### config.mk
export PLATFORM = sky130hd
export DESIGN_NAME = settle_then_average_tracker_unit
export DESIGN_NICKNAME = d
export VERILOG_FILES = /design/src/rtl/core/stat_pkg.sv /design/src/rtl/core/settle_then_average_tracker_unit.sv /design/src/rtl/core/stat_div.sv /design/src/rtl/core/stat_dp.sv /design/src/rtl/core/stat_ctrl.sv
export VERILOG_INCLUDE_DIRS = /design/src /design/src/rtl/core
export SDC_FILE = /design/constraint.sdc
export NUM_CORES = 1
export LEC_CHECK = 0
export BUFFER_PORTS_ARGS = -buffer_cell sky130_fd_sc_hd__clkbuf_2
export CAP_MARGIN = 30
export CELL_PAD_IN_SITES_DETAIL_PLACEMENT = 1
export CELL_PAD_IN_SITES_GLOBAL_PLACEMENT = 1
export CORE_MARGIN = 2
export CORE_UTILIZATION = 48
export CTS_CLUSTER_SIZE = 25
export DETAILED_ROUTE_END_ITERATION = 12
export PLACE_DENSITY_LB_ADDON = 0.1
export SLEW_MARGIN = 20
export SYNTH_ARGS = -nofsm -noshare
export SYNTH_HDL_FRONTEND = slang
export SYNTH_SLANG_ARGS = --single-unit
### constraint.sdc
create_clock -name i_clk -period 9.2 [get_ports i_clk]
set_input_delay 0.92 -clock i_clk [delete_from_list [all_inputs] [get_ports i_clk]]
set_output_delay 0.92 -clock i_clk [all_outputs]
set_load 0.03 [all_outputs]
### src/rtl/core/settle_then_average_tracker_unit_macros.svh
// Assertion macros used by the tracker datapath
`ifndef SETTLE_THEN_AVERAGE_TRACKER_UNIT_MACROS_SVH
`define SETTLE_THEN_AVERAGE_TRACKER_UNIT_MACROS_SVH

// Same-cycle implication, sampled on i_clk, off while i_rst_n is low
`define STAT_ASSERT_NOW(label, ante, cons, msg) \
    label: assert property (@(posedge i_clk) disable iff (!i_rst_n) (ante) |-> (cons)) \
        else $error(msg);

// Next-cycle implication, sampled on i_clk, off while i_rst_n is low
`define STAT_ASSERT_NEXT(label, ante, cons, msg) \
    label: assert property (@(posedge i_clk) disable iff (!i_rst_n) (ante) |=> (cons)) \
        else $error(msg);

`endif

### src/rtl/core/stat_pkg.sv
// Shared types, constants and helpers of the settle-then-average tracker
`default_nettype none
package stat_pkg;

    localparam int SAMPLE_W = 16;
    localparam int CNT_W    = 16;
    localparam int SUM_W    = SAMPLE_W + CNT_W;
    localparam int THR_W    = 15;
    localparam int STS_W    = 3;
    localparam int CFG_IDX_W = 2;
    localparam int CFG_DAT_W = 16;
    localparam int STEP_W   = $clog2(SAMPLE_W);

    localparam logic [CNT_W-1:0] CNT_MAX = {CNT_W{1'b1}};

    localparam logic [CNT_W-1:0] SETTLE_COUNT_RST     = CNT_W'(10);
    localparam logic [THR_W-1:0] SETTLE_THRESHOLD_RST = THR_W'(30);
    localparam logic [THR_W-1:0] TRACK_THRESHOLD_RST  = THR_W'(25);

    localparam logic [CFG_IDX_W-1:0] REG_SETTLE_COUNT     = 2'd0;
    localparam logic [CFG_IDX_W-1:0] REG_SETTLE_THRESHOLD = 2'd1;
    localparam logic [CFG_IDX_W-1:0] REG_TRACK_THRESHOLD  = 2'd2;

    typedef enum logic [STS_W-1:0] {
        ST_SETTLING = 3'd0,
        ST_SETTLED  = 3'd1,
        ST_UPDATED  = 3'd2,
        ST_DEVIATED = 3'd3,
        ST_IDLE     = 3'd4,
        ST_LIMIT    = 3'd5
    } t_status;

    typedef enum logic [3:0] {
        PH_FIRST  = 4'b0001,
        PH_SETTLE = 4'b0010,
        PH_TRACK  = 4'b0100,
        PH_HOLD   = 4'b1000
    } t_phase;

    typedef enum logic [6:0] {
        S_IDLE      = 7'b000_0001,
        S_EVAL      = 7'b000_0010,
        S_DIVH_GO   = 7'b000_0100,
        S_DIVH_WAIT = 7'b000_1000,
        S_DIVP_GO   = 7'b001_0000,
        S_DIVP_WAIT = 7'b010_0000,
        S_EMIT      = 7'b100_0000
    } t_state;

    // controller to datapath
    typedef struct packed {
        logic capture;
        logic eval;
        logic div_go;
        logic div_sel;  // 0 heading, 1 pressure
        logic emit;
    } t_cmd;

    // datapath to controller
    typedef struct packed {
        logic upd;
        logic div_done;
        logic out_free;
    } t_sts;

    // wrapped signed difference a - b, magnitude above thr
    function automatic logic out_of_band(input logic [SAMPLE_W-1:0] a,
                                         input logic [SAMPLE_W-1:0] b,
                                         input logic [THR_W-1:0] thr);
        logic [SAMPLE_W-1:0] d;
        logic [SAMPLE_W-1:0] mag;
        d   = a - b;
        mag = d[SAMPLE_W-1] ? (~d + SAMPLE_W'(1)) : d;
        return mag > SAMPLE_W'(thr);
    endfunction

endpackage
`default_nettype wire

### src/rtl/core/settle_then_average_tracker_unit.sv
// A sample that updates no mean is evaluated and written to the result register;
// one that updates the means first takes two 16-step passes of the shared divider.
// Samples are taken one at a time; the single iterative divider paces the stream.
// A new sample is taken while the previous result still waits in the output register.
// Reset: synchronous, active low; registers return to defaults (10, 30, 25),
// tracking restarts waiting for the first sample, means and sums clear to zero.
`default_nettype none
module settle_then_average_tracker_unit (
    input  wire logic                              i_clk,
    input  wire logic                              i_rst_n,
    input  wire logic                              i_valid,
    output logic                                   o_ready,
    input  wire logic [stat_pkg::SAMPLE_W-1:0]     i_heading,
    input  wire logic [stat_pkg::SAMPLE_W-1:0]     i_pressure,
    output logic                                   o_valid,
    input  wire logic                              i_ready,
    output logic [stat_pkg::STS_W-1:0]             o_status,
    output logic [stat_pkg::SAMPLE_W-1:0]          o_mean_heading,
    output logic [stat_pkg::SAMPLE_W-1:0]          o_mean_pressure,
    output logic [stat_pkg::CNT_W-1:0]             o_stable_run,
    input  wire logic                              i_cfg_wr_en,
    input  wire logic [stat_pkg::CFG_IDX_W-1:0]    i_cfg_index,
    input  wire logic [stat_pkg::CFG_DAT_W-1:0]    i_cfg_wr_data
);

    stat_pkg::t_cmd cmd;
    stat_pkg::t_sts sts;

    stat_ctrl u_ctrl (
        .i_clk   (i_clk),
        .i_rst_n (i_rst_n),
        .i_valid (i_valid),
        .i_sts   (sts),
        .o_ready (o_ready),
        .o_cmd   (cmd)
    );

    stat_dp u_dp (
        .i_clk           (i_clk),
        .i_rst_n         (i_rst_n),
        .i_heading       (i_heading),
        .i_pressure      (i_pressure),
        .i_cfg_wr_en     (i_cfg_wr_en),
        .i_cfg_index     (i_cfg_index),
        .i_cfg_wr_data   (i_cfg_wr_data),
        .i_cmd           (cmd),
        .i_ready         (i_ready),
        .o_sts           (sts),
        .o_valid         (o_valid),
        .o_status        (o_status),
        .o_mean_heading  (o_mean_heading),
        .o_mean_pressure (o_mean_pressure),
        .o_stable_run    (o_stable_run)
    );

endmodule
`default_nettype wire

### src/rtl/core/stat_div.sv
// Iterative restoring divider, one quotient bit per cycle
`default_nettype none
module stat_div (
    input  wire logic                          i_clk,
    input  wire logic                          i_rst_n,
    input  wire logic                          i_go,
    input  wire logic [stat_pkg::SUM_W-1:0]    i_dividend,
    input  wire logic [stat_pkg::CNT_W-1:0]    i_divisor,
    output logic                               o_done,
    output logic [stat_pkg::SAMPLE_W-1:0]      o_quotient
);

    logic [stat_pkg::CNT_W-1:0]    r_rem;
    logic [stat_pkg::SAMPLE_W-1:0] r_low;
    logic [stat_pkg::CNT_W-1:0]    r_dvs;
    logic [stat_pkg::STEP_W-1:0]   r_cnt;
    logic                          r_busy;
    logic                          r_done;

    logic [stat_pkg::CNT_W:0] trial;
    logic [stat_pkg::CNT_W:0] diff;

    always_comb begin
        trial = {r_rem, r_low[stat_pkg::SAMPLE_W-1]};
        diff  = trial - {1'b0, r_dvs};
    end

    always_ff @(posedge i_clk) begin
        if (!i_rst_n) begin
            r_busy <= 1'b0;
            r_done <= 1'b0;
            r_cnt  <= '0;
        end else begin
            r_done <= 1'b0;
            if (i_go) begin
                r_busy <= 1'b1;
                r_cnt  <= '0;
            end else if (r_busy) begin
                r_cnt <= r_cnt + stat_pkg::STEP_W'(1);
                if (r_cnt == stat_pkg::STEP_W'(stat_pkg::SAMPLE_W - 1)) begin
                    r_busy <= 1'b0;
                    r_done <= 1'b1;
                end
            end
        end
    end

    // quotient fits SAMPLE_W bits: the top part of the dividend is below the divisor
    always_ff @(posedge i_clk) begin
        if (i_go) begin
            r_rem <= i_dividend[stat_pkg::SUM_W-1:stat_pkg::SAMPLE_W];
            r_low <= i_dividend[stat_pkg::SAMPLE_W-1:0];
            r_dvs <= i_divisor;
        end else if (r_busy) begin
            if (!diff[stat_pkg::CNT_W]) begin
                r_rem <= diff[stat_pkg::CNT_W-1:0];
                r_low <= {r_low[stat_pkg::SAMPLE_W-2:0], 1'b1};
            end else begin
                r_rem <= trial[stat_pkg::CNT_W-1:0];
                r_low <= {r_low[stat_pkg::SAMPLE_W-2:0], 1'b0};
            end
        end
    end

    assign o_done     = r_done;
    assign o_quotient = r_low;

endmodule
`default_nettype wire

### src/rtl/core/stat_dp.sv
// Tracker datapath: config, settle and track state, sums, means, result register
`default_nettype none
`include "settle_then_average_tracker_unit_macros.svh"
module stat_dp (
    input  wire logic                              i_clk,
    input  wire logic                              i_rst_n,
    input  wire logic [stat_pkg::SAMPLE_W-1:0]     i_heading,
    input  wire logic [stat_pkg::SAMPLE_W-1:0]     i_pressure,
    input  wire logic                              i_cfg_wr_en,
    input  wire logic [stat_pkg::CFG_IDX_W-1:0]    i_cfg_index,
    input  wire logic [stat_pkg::CFG_DAT_W-1:0]    i_cfg_wr_data,
    input  wire stat_pkg::t_cmd                    i_cmd,
    input  wire logic                              i_ready,
    output stat_pkg::t_sts                         o_sts,
    output logic                                   o_valid,
    output logic [stat_pkg::STS_W-1:0]             o_status,
    output logic [stat_pkg::SAMPLE_W-1:0]          o_mean_heading,
    output logic [stat_pkg::SAMPLE_W-1:0]          o_mean_pressure,
    output logic [stat_pkg::CNT_W-1:0]             o_stable_run
);

    logic [stat_pkg::CNT_W-1:0]    r_cfg_cnt;
    logic [stat_pkg::THR_W-1:0]    r_cfg_sthr;
    logic [stat_pkg::THR_W-1:0]    r_cfg_tthr;

    logic [stat_pkg::SAMPLE_W-1:0] r_h;
    logic [stat_pkg::SAMPLE_W-1:0] r_p;

    stat_pkg::t_phase              r_phase, n_phase;
    logic [stat_pkg::SAMPLE_W-1:0] r_base, n_base;
    logic [stat_pkg::CNT_W-1:0]    r_run, n_run;
    logic [stat_pkg::CNT_W-1:0]    r_total, n_total;
    logic [stat_pkg::SUM_W-1:0]    r_hsum, n_hsum;
    logic [stat_pkg::SUM_W-1:0]    r_psum, n_psum;
    logic [stat_pkg::SAMPLE_W-1:0] r_hmean, n_hmean;
    logic [stat_pkg::SAMPLE_W-1:0] r_pmean, n_pmean;
    stat_pkg::t_status             r_status, n_status;

    logic                          r_sel;
    logic                          r_ov;
    logic [stat_pkg::STS_W-1:0]    r_o_status;
    logic [stat_pkg::SAMPLE_W-1:0] r_o_mh;
    logic [stat_pkg::SAMPLE_W-1:0] r_o_mp;
    logic [stat_pkg::CNT_W-1:0]    r_o_run;

    logic                          oob_settle;
    logic                          oob_track;
    logic [stat_pkg::CNT_W-1:0]    run_step;
    logic                          at_limit;
    logic                          upd;

    logic                          div_done;
    logic [stat_pkg::SAMPLE_W-1:0] div_q;
    logic [stat_pkg::SUM_W-1:0]    div_dvd;

    // configuration
    always_ff @(posedge i_clk) begin
        if (!i_rst_n) begin
            r_cfg_cnt  <= stat_pkg::SETTLE_COUNT_RST;
            r_cfg_sthr <= stat_pkg::SETTLE_THRESHOLD_RST;
            r_cfg_tthr <= stat_pkg::TRACK_THRESHOLD_RST;
        end else if (i_cfg_wr_en) begin
            case (i_cfg_index)
                stat_pkg::REG_SETTLE_COUNT: begin
                    r_cfg_cnt <= i_cfg_wr_data[stat_pkg::CNT_W-1:0];
                end
                stat_pkg::REG_SETTLE_THRESHOLD: begin
                    r_cfg_sthr <= i_cfg_wr_data[stat_pkg::THR_W-1:0];
                end
                stat_pkg::REG_TRACK_THRESHOLD: begin
                    r_cfg_tthr <= i_cfg_wr_data[stat_pkg::THR_W-1:0];
                end
                default: begin
                end
            endcase
        end
    end

    // sample latch
    always_ff @(posedge i_clk) begin
        if (i_cmd.capture) begin
            r_h <= i_heading;
            r_p <= i_pressure;
        end
    end

    always_comb begin
        oob_settle = stat_pkg::out_of_band(r_base, r_h, r_cfg_sthr);
        oob_track  = stat_pkg::out_of_band(r_hmean, r_h, r_cfg_tthr);
        if (oob_settle) begin
            run_step = '0;
        end else if (r_run != stat_pkg::CNT_MAX) begin
            run_step = r_run + stat_pkg::CNT_W'(1);
        end else begin
            run_step = r_run;
        end
        at_limit = (r_total == stat_pkg::CNT_MAX);
        upd      = (r_phase == stat_pkg::PH_TRACK) && !at_limit && !oob_track;
    end

    always_comb begin
        n_phase  = r_phase;
        n_base   = r_base;
        n_run    = r_run;
        n_total  = r_total;
        n_hsum   = r_hsum;
        n_psum   = r_psum;
        n_hmean  = r_hmean;
        n_pmean  = r_pmean;
        n_status = r_status;
        if (i_cmd.eval) begin
            case (r_phase)
                stat_pkg::PH_FIRST: begin
                    n_base   = r_h;
                    n_run    = '0;
                    n_phase  = stat_pkg::PH_SETTLE;
                    n_status = stat_pkg::ST_SETTLING;
                end
                stat_pkg::PH_SETTLE: begin
                    n_run = run_step;
                    if (oob_settle) begin
                        n_base = r_h;
                    end
                    if (run_step >= r_cfg_cnt) begin
                        n_hmean  = r_h;
                        n_pmean  = r_p;
                        n_hsum   = stat_pkg::SUM_W'(r_h);
                        n_psum   = stat_pkg::SUM_W'(r_p);
                        n_total  = stat_pkg::CNT_W'(1);
                        n_phase  = stat_pkg::PH_TRACK;
                        n_status = stat_pkg::ST_SETTLED;
                    end else begin
                        n_status = stat_pkg::ST_SETTLING;
                    end
                end
                stat_pkg::PH_TRACK: begin
                    if (at_limit) begin
                        n_phase  = stat_pkg::PH_HOLD;
                        n_status = stat_pkg::ST_LIMIT;
                    end else begin
                        n_total = r_total + stat_pkg::CNT_W'(1);
                        if (oob_track) begin
                            n_phase  = stat_pkg::PH_HOLD;
                            n_status = stat_pkg::ST_DEVIATED;
                        end else begin
                            n_hsum   = r_hsum + stat_pkg::SUM_W'(r_h);
                            n_psum   = r_psum + stat_pkg::SUM_W'(r_p);
                            n_status = stat_pkg::ST_UPDATED;
                        end
                    end
                end
                default: begin
                    n_status = stat_pkg::ST_IDLE;
                end
            endcase
        end
        // means land from the divider
        if (div_done) begin
            if (r_sel) begin
                n_pmean = div_q;
            end else begin
                n_hmean = div_q;
            end
        end
    end

    always_ff @(posedge i_clk) begin
        if (!i_rst_n) begin
            r_phase  <= stat_pkg::PH_FIRST;
            r_base   <= '0;
            r_run    <= '0;
            r_total  <= '0;
            r_hsum   <= '0;
            r_psum   <= '0;
            r_hmean  <= '0;
            r_pmean  <= '0;
            r_status <= stat_pkg::ST_SETTLING;
            r_sel    <= 1'b0;
        end else begin
            r_phase  <= n_phase;
            r_base   <= n_base;
            r_run    <= n_run;
            r_total  <= n_total;
            r_hsum   <= n_hsum;
            r_psum   <= n_psum;
            r_hmean  <= n_hmean;
            r_pmean  <= n_pmean;
            r_status <= n_status;
            if (i_cmd.div_go) begin
                r_sel <= i_cmd.div_sel;
            end
        end
    end

    assign div_dvd = i_cmd.div_sel ? r_psum : r_hsum;

    stat_div u_div (
        .i_clk      (i_clk),
        .i_rst_n    (i_rst_n),
        .i_go       (i_cmd.div_go),
        .i_dividend (div_dvd),
        .i_divisor  (r_total),
        .o_done     (div_done),
        .o_quotient (div_q)
    );

    // result register: hold until the transaction completes
    always_ff @(posedge i_clk) begin
        if (!i_rst_n) begin
            r_ov <= 1'b0;
        end else if (i_cmd.emit) begin
            r_ov <= 1'b1;
        end else if (i_ready) begin
            r_ov <= 1'b0;
        end
    end

    always_ff @(posedge i_clk) begin
        if (i_cmd.emit) begin
            r_o_status <= r_status;
            r_o_mh     <= r_hmean;
            r_o_mp     <= r_pmean;
            r_o_run    <= r_run;
        end
    end

    always_comb begin
        o_sts.upd      = upd;
        o_sts.div_done = div_done;
        o_sts.out_free = !r_ov || i_ready;
    end

    assign o_valid         = r_ov;
    assign o_status        = r_o_status;
    assign o_mean_heading  = r_o_mh;
    assign o_mean_pressure = r_o_mp;
    assign o_stable_run    = r_o_run;

    `STAT_ASSERT_NOW(a_hsum_bound, r_phase == stat_pkg::PH_TRACK,
        r_hsum[stat_pkg::SUM_W-1:stat_pkg::SAMPLE_W] < r_total, "heading sum too large")
    `STAT_ASSERT_NOW(a_psum_bound, r_phase == stat_pkg::PH_TRACK,
        r_psum[stat_pkg::SUM_W-1:stat_pkg::SAMPLE_W] < r_total, "pressure sum too large")
    `STAT_ASSERT_NOW(a_first_clear, r_phase == stat_pkg::PH_FIRST,
        r_run == '0 && r_total == '0, "state dirty before first sample")
    `STAT_ASSERT_NOW(a_emit_slot, i_cmd.emit, !r_ov || i_ready, "result overwritten")

endmodule
`default_nettype wire

### src/rtl/core/stat_ctrl.sv
// Tracker controller: sequences evaluation, the two divisions and the result hand-off
`default_nettype none
module stat_ctrl (
    input  wire logic           i_clk,
    input  wire logic           i_rst_n,
    input  wire logic           i_valid,
    input  wire stat_pkg::t_sts i_sts,
    output logic                o_ready,
    output stat_pkg::t_cmd      o_cmd
);

    stat_pkg::t_state r_state, n_state;

    always_comb begin
        n_state       = r_state;
        o_ready       = 1'b0;
        o_cmd.capture = 1'b0;
        o_cmd.eval    = 1'b0;
        o_cmd.div_go  = 1'b0;
        o_cmd.div_sel = 1'b0;
        o_cmd.emit    = 1'b0;
        case (r_state)
            stat_pkg::S_IDLE: begin
                o_ready = 1'b1;
                if (i_valid) begin
                    o_cmd.capture = 1'b1;
                    n_state       = stat_pkg::S_EVAL;
                end
            end
            stat_pkg::S_EVAL: begin
                o_cmd.eval = 1'b1;
                n_state    = i_sts.upd ? stat_pkg::S_DIVH_GO : stat_pkg::S_EMIT;
            end
            stat_pkg::S_DIVH_GO: begin
                o_cmd.div_go = 1'b1;
                n_state      = stat_pkg::S_DIVH_WAIT;
            end
            stat_pkg::S_DIVH_WAIT: begin
                if (i_sts.div_done) begin
                    n_state = stat_pkg::S_DIVP_GO;
                end
            end
            stat_pkg::S_DIVP_GO: begin
                o_cmd.div_go  = 1'b1;
                o_cmd.div_sel = 1'b1;
                n_state       = stat_pkg::S_DIVP_WAIT;
            end
            stat_pkg::S_DIVP_WAIT: begin
                o_cmd.div_sel = 1'b1;
                if (i_sts.div_done) begin
                    n_state = stat_pkg::S_EMIT;
                end
            end
            stat_pkg::S_EMIT: begin
                // wait for the result register to free up
                if (i_sts.out_free) begin
                    o_cmd.emit = 1'b1;
                    n_state    = stat_pkg::S_IDLE;
                end
            end
            default: begin
                n_state = stat_pkg::S_IDLE;
            end
        endcase
    end

    always_ff @(posedge i_clk) begin
        if (!i_rst_n) begin
            r_state <= stat_pkg::S_IDLE;
        end else begin
            r_state <= n_state;
        end
    end

endmodule
`default_nettype wire

After elaboration in Yosys (flattened, before gate mapping)
Index checks and enable logic that the tools add are counted.
{"block": "totals", "register_bits": 343, "output_inout_bits": 53}
{"block": "op_classes", "addsub": 10, "order_cmp": 3, "eq_ne": 24, "n_mux": 63, "bitwise_logic": 4, "reduce_logical": 25}
{"op": "two-way mux 16 bit", "n": 22}
{"op": "two-way mux 32 bit", "n": 7}
{"op": "one-hot mux 32 bit (2 select lines)", "n": 2}
{"op": "one-hot mux 16 bit (2 select lines)", "n": 3}
{"op": "adder 16 x 1 -> 16 bit (second input constant)", "n": 4}
{"op": "adder 32 x 16 -> 32 bit", "n": 2}
{"op": "one-hot mux 7 bit (7 select lines)", "n": 1}
{"op": "two-way mux 7 bit", "n": 5}
{"op": "greater-than comparator 16 x 15 -> 1 bit", "n": 2}
{"op": "inverter 16 bit", "n": 2}
{"op": "subtractor 16 bit", "n": 2}
{"op": "two-way mux 1 bit", "n": 17}
{"op": "subtractor 17 x 16 -> 17 bit", "n": 1}
{"op": "equality test 16 bit (second input constant)", "n": 1}
{"op": ">= comparator 16 bit", "n": 1}
{"op": "!= test 16 bit (second input constant)", "n": 1}
{"op": "two-way mux 4 bit", "n": 3}
{"op": "one-hot mux 4 bit (3 select lines)", "n": 1}
{"op": "AND reduction 4 bit", "n": 3}
{"op": "one-hot mux 3 bit (3 select lines)", "n": 1}
{"op": "!= test 2 x 1 -> 1 bit (second input constant)", "n": 4}
{"op": "!= test 2 bit (second input constant)", "n": 4}
{"op": "AND reduction 2 bit", "n": 4}
{"op": "nonzero test 2 bit", "n": 4}
{"op": "other kinds (26)", "n": 32}

Logic depth before layout (Yosys ltp)
{"block": "logic_depth", "ltp_word": 12, "ltp_mapped": 36}

Cells and area by module
A second synthesis with hierarchy kept.
{"block": "unflattened", "cells_unflattened": 2257, "hier_area_um2": 20297.0}
{"module": "stat_dp", "n_inst": 1, "cells_per_inst": 1923, "area_each_um2": 16763.6, "seq_area_each_um2": 6476.2}
{"module": "stat_div", "n_inst": 1, "cells_per_inst": 278, "area_each_um2": 3052.9, "seq_area_each_um2": 1561.5}
{"module": "stat_ctrl", "n_inst": 1, "cells_per_inst": 56, "area_each_um2": 480.5, "seq_area_each_um2": 140.1}

Worst setup path before layout
OpenSTA, ideal clock, no wires.
{"block": "synth_timing", "kind": "reg2reg", "start": "register u_dp.r_h[1] (netlist name)", "end": "register u_dp.r_total[3] (netlist name)", "setup_ns": 0.059, "arrival_time_ns": 6.788, "required_ns": 9.141, "path_slack_ns": 2.353, "path_stages_with_launch": 32, "path_buffers": 4, "cell_sequence": "edfxtp_1 -> inv_1 -> ha_1 -> nor2b_1 -> o31a_1 -> o31ai_1 -> a21oi_1 -> o221ai_1 -> xnor2_1 -> clkbuf_1 -> nor2_1 -> xnor2_1 -> ha_1 -> o21a_1 -> o21ai_0 -> a211o_1 -> a21oi_1 -> o21ai_0 -> o41ai_2 -> buf_2 -> buf_1 -> nor2_1 -> ha_1 -> o2111a_1 -> nand3_1 -> o311a_1 -> o21ai_0 -> and3_1 -> clkbuf_1 -> o21ai_0 -> or4_1 -> nand2_1"}
{"block": "synth_between", "elab_chain_len": 9}
{"element": "start, declared", "line": "stat_dp.sv:26", "rtl": "logic [stat_pkg::SAMPLE_W-1:0] r_h;"}
{"element": "start signal, assigned", "line": "stat_dp.sv:82", "rtl": "r_h <= i_heading;"}
{"element": "subtractor 16 bit (*)", "line": "stat_pkg.sv:72", "rtl": "d = a - b;"}
{"element": "inverter 16 bit", "line": "stat_pkg.sv:73", "rtl": "mag = d[SAMPLE_W-1] ? (~d + SAMPLE_W'(1)) : d;"}
{"element": "adder 16 x 1 -> 16 bit", "line": "stat_pkg.sv:73"}
{"element": "two-way mux 16 bit (*)", "line": "stat_pkg.sv:73"}
{"element": "greater-than comparator 16 x 15 -> 1 bit (*)", "line": "stat_pkg.sv:74", "rtl": "return mag > SAMPLE_W'(thr);"}
{"element": "two-way mux 16 bit (*)", "line": "stat_dp.sv:90", "rtl": "if (oob_settle) begin"}
{"element": ">= comparator 16 bit (*)", "line": "stat_dp.sv:124", "rtl": "if (run_step >= r_cfg_cnt) begin"}
{"element": "!= test 2 x 1 -> 1 bit (no source line) (*)"}
{"element": "AND reduction 4 bit (no source line) (*)"}
{"element": "end signal, assigned", "line": "stat_dp.sv:183", "rtl": "r_total <= n_total;"}
{"element": "end, declared", "line": "stat_dp.sv:32", "rtl": "logic [stat_pkg::CNT_W-1:0] r_total, n_total;"}
Every way passes the cells marked *; elsewhere a longest branch is shown, timed or not.
A chain may end at the register's enable or synchronous reset.

Worst setup path in the final report
{"block": "layout_timing", "start": "register u_dp.r_h[1] (netlist name)", "end": "register u_dp.r_psum[3] (netlist name)"}
{"block": "layout_between", "elab_chain_len": 9, "word_cells_on_any_way": 15, "classes_between": "add/sub: 4; order compare: 3; eq/ne: 2; mux: 3; bitwise: 2; reduce/logical: 1"}
{"element": "subtractor 16 bit", "line": "stat_pkg.sv:72"}
{"element": "inverter 16 bit", "line": "stat_pkg.sv:73"}
{"element": "adder 16 x 1 -> 16 bit", "line": "stat_pkg.sv:73"}
{"element": "two-way mux 16 bit", "line": "stat_pkg.sv:73"}
{"element": "greater-than comparator 16 x 15 -> 1 bit", "line": "stat_pkg.sv:74"}
{"element": "two-way mux 16 bit", "line": "stat_dp.sv:90"}
{"element": ">= comparator 16 bit", "line": "stat_dp.sv:124"}
{"element": "!= test 2 x 1 -> 1 bit (no source line)"}
{"element": "AND reduction 5 bit (no source line) (*)"}
{"element": "end signal, assigned", "line": "stat_dp.sv:185", "rtl": "r_psum <= n_psum;"}
{"element": "end, declared", "line": "stat_dp.sv:34", "rtl": "logic [stat_pkg::SUM_W-1:0] r_psum, n_psum;"}
Marked as above.

==> summary.txt <==
Status = finished, final reports clean
Final setup vio count = 0
Top_reg_cell synth = dfxtp_1
Clk pin slew, worst setup/hold paths = 0.06 ns
Post-CTS Setup Repair Bufs = 0
Vias per cell = 6.04
Placed cell areas = 21100 µm²
Gr ovfl total = 0
CP Max Fanout = 47
Measured slew at the worst slew-check pin = 0.972 ns
Port bufs = 107
Kind of critical path = flop to flop
Largest net degree at the start of global routing = 87
Max-slew violations = 0
Final Hold Vio Count = 0
# diodes = 0
Worst vdd ir = 149 µV
Worst hold path class = flop to flop
Tot Pwr = 3.75 mW
Clk sink count = 343
Post-synth cell types = 93
Clock skew = 0.0231 ns
Routed WL per cell = 21.7 µm
Crit-path slowest cell = and3_1
Die X = 209 µm
Root Driver = clkbuf_16
Number of remaining DRC errors = 0
Post-synth EDFFs = 131
Synthesized flop and latch total = 343
Design Area, Final = 22500 µm²
Post-synth top area cell = dfxtp_1
Cells after DPL = 2826
CTS buffer count = 40
Nets = 2528
Top flop regs = u_dp.r_hsum: 32 flops, u_dp.r_psum: 32 flops
Largest stage delay on the critical path = 0.54 ns
Share of the synthesized area in the top cell type = 21.1%
Synthesized area = 20100 µm²
GRT Total Usage = 28.8%
Non-filler instance count after layout = 2903
Die H = 209 µm
Top delay family on crit path = compound AO/OA/AOI/OAI gates
Worst path bufs/invs = 4
Post-route ant nets = 0
Number of max-cap violations = 0
Post-synth top cells = nand2_1, dfxtp_1, nor2_1
Unrepaired setup endpoints after global routing = false
Synth-to-layout area growth = 12.0%
Initial antenna violation count = 0
# rows = 74
Ys Warns = 0
Post-CTS Resized = 0
Hold Crit Depth = 0
CTS tree = done
Finished Core Util = 54.7%
Power per Cell Area = 167 nW/µm²
Place WS = 1.04 ns
Core area = 41100 µm²
Drt total wl = 63000 µm
Asr flop ratio synth = 0%
Critical Path AT = 8.74 ns
Gpl congestion = 0.893
Endpoint type of the worst setup path = flop
Highest Clock Rate = 0.121 GHz
Final HPWL DP = 45100 µm
# hold bufs at CTS = 0
First-pass GRT wire length = 101000 µm
Drt first pass iters = 7
Via count = 17542
Mapped Nets = 2453
H-tree depth = 2
Clock buffer depth = 3
Setup ws final = 0.911 ns
Mapped Avg Cell Area = 8.87 µm²
Tcrit/Tclk final = 90.1%
Worst Reg-to-Reg Cells = 30
Vias in the first global route = 18222
Startpoint Class = flop
DIE AREA = 43500 µm²
Setup TNS = 0 ns
Starting Density = 48.9%
Layout cells sized above 1 = 11.0%
P_leak = 8.78 nW
DR iter-0 viols = 982
Fin Hold WS = 0.432 ns
WP depth = 30
Worst skew pair latency = 0.57 ns
Seq/Total Area, Yosys = 40.7%
Relative slew slack = 35.0%
I/O Pins = 108
Fin crit period = 8.29 ns
CP Data Required Time = 9.65 ns
Most frequent cell after synthesis = nand2_1
Largest cells by area after synthesis = dfxtp_1, edfxtp_1, ha_1
Cells after synthesis = 2264
==> placed cells by master, fill, tap and decap left out, drive strengths merged, types with 12 or more instances in the layout <==
cell type / count
nand2: 282
nor2: 213
dfxtp: 212
a21oi: 188
clkbuf: 165
edfxtp: 131
ha: 129
o21ai: 124
inv: 115
xnor2: 61
nor3: 53
mux2i: 45
a211oi: 44
xor2: 38
o211ai: 38
nand3: 37
nand2b: 36
a311oi: 34
buf: 30
nor2b: 29
o31ai: 29
a21o: 27
o21a: 20
a31oi: 20
and3: 18
nand4: 17
o221a: 17
or3: 16
mux2: 15
nand3b: 14
and2: 14
clkinv: 13
o211a: 12
==> per-layer routing <==
metal	vias up	track usage, %	routed length (µm)
met4	0	7.81	1380
met5	-	0	0
met2	325	49.5	30500
met3	83	4.05	2380
met1	8777	38.0	28700
li1	8357	-	-
==> cells by family after synthesis <==
kind of cell	after synthesis	synth area share [%]
AOI/OAI and AO/OA	615	20.3
xor gates and xnor gates	99	4.35
adders and majority gates	134	8.54
buffers and inverters	219	4.25
DFF	343	40.7
muxes	60	3.08
and+or+nand+nor	794	18.8
==> area by class of cell <==
cell class                 instances  area [µm²]
fill                            4867       18600
multi-input combinational       1702       11100
sequential                       343        8180
clock buffer                      58        1150
timing repair buffer             137         810
tap                              532         666
inverter                         115         434
clock inverter                    16         160
==> report_power, final <==
| part | switching (mW) | internal, mW | total, mW |
|---|---|---|---|
| clock network | 0.667 | 0.954 | 1.62 |
| logic | 0.306 | 0.194 | 0.500 |
| registers | 0.0322 | 1.60 | 1.63 |
| total | 1.01 | 2.75 | 3.75 |
==> final timing paths <==
path,startpoint,endpoint,slack [ns]
worst max register to register,u_dp.r_h[1]$_DFFE_PP_,u_dp.r_psum[3]$_SDFFE_PN0P_,0.91
worst min-delay path,u_dp.r_pmean[3]$_SDFF_PN0_,u_dp.o_mean_pressure[3]$_DFFE_PP_,0.43
worst max-delay path,u_dp.r_h[1]$_DFFE_PP_,u_dp.r_psum[3]$_SDFFE_PN0P_,0.91
worst min register to register,u_dp.r_pmean[3]$_SDFF_PN0_,u_dp.o_mean_pressure[3]$_DFFE_PP_,0.43
(Power assumes the default switching activity.)
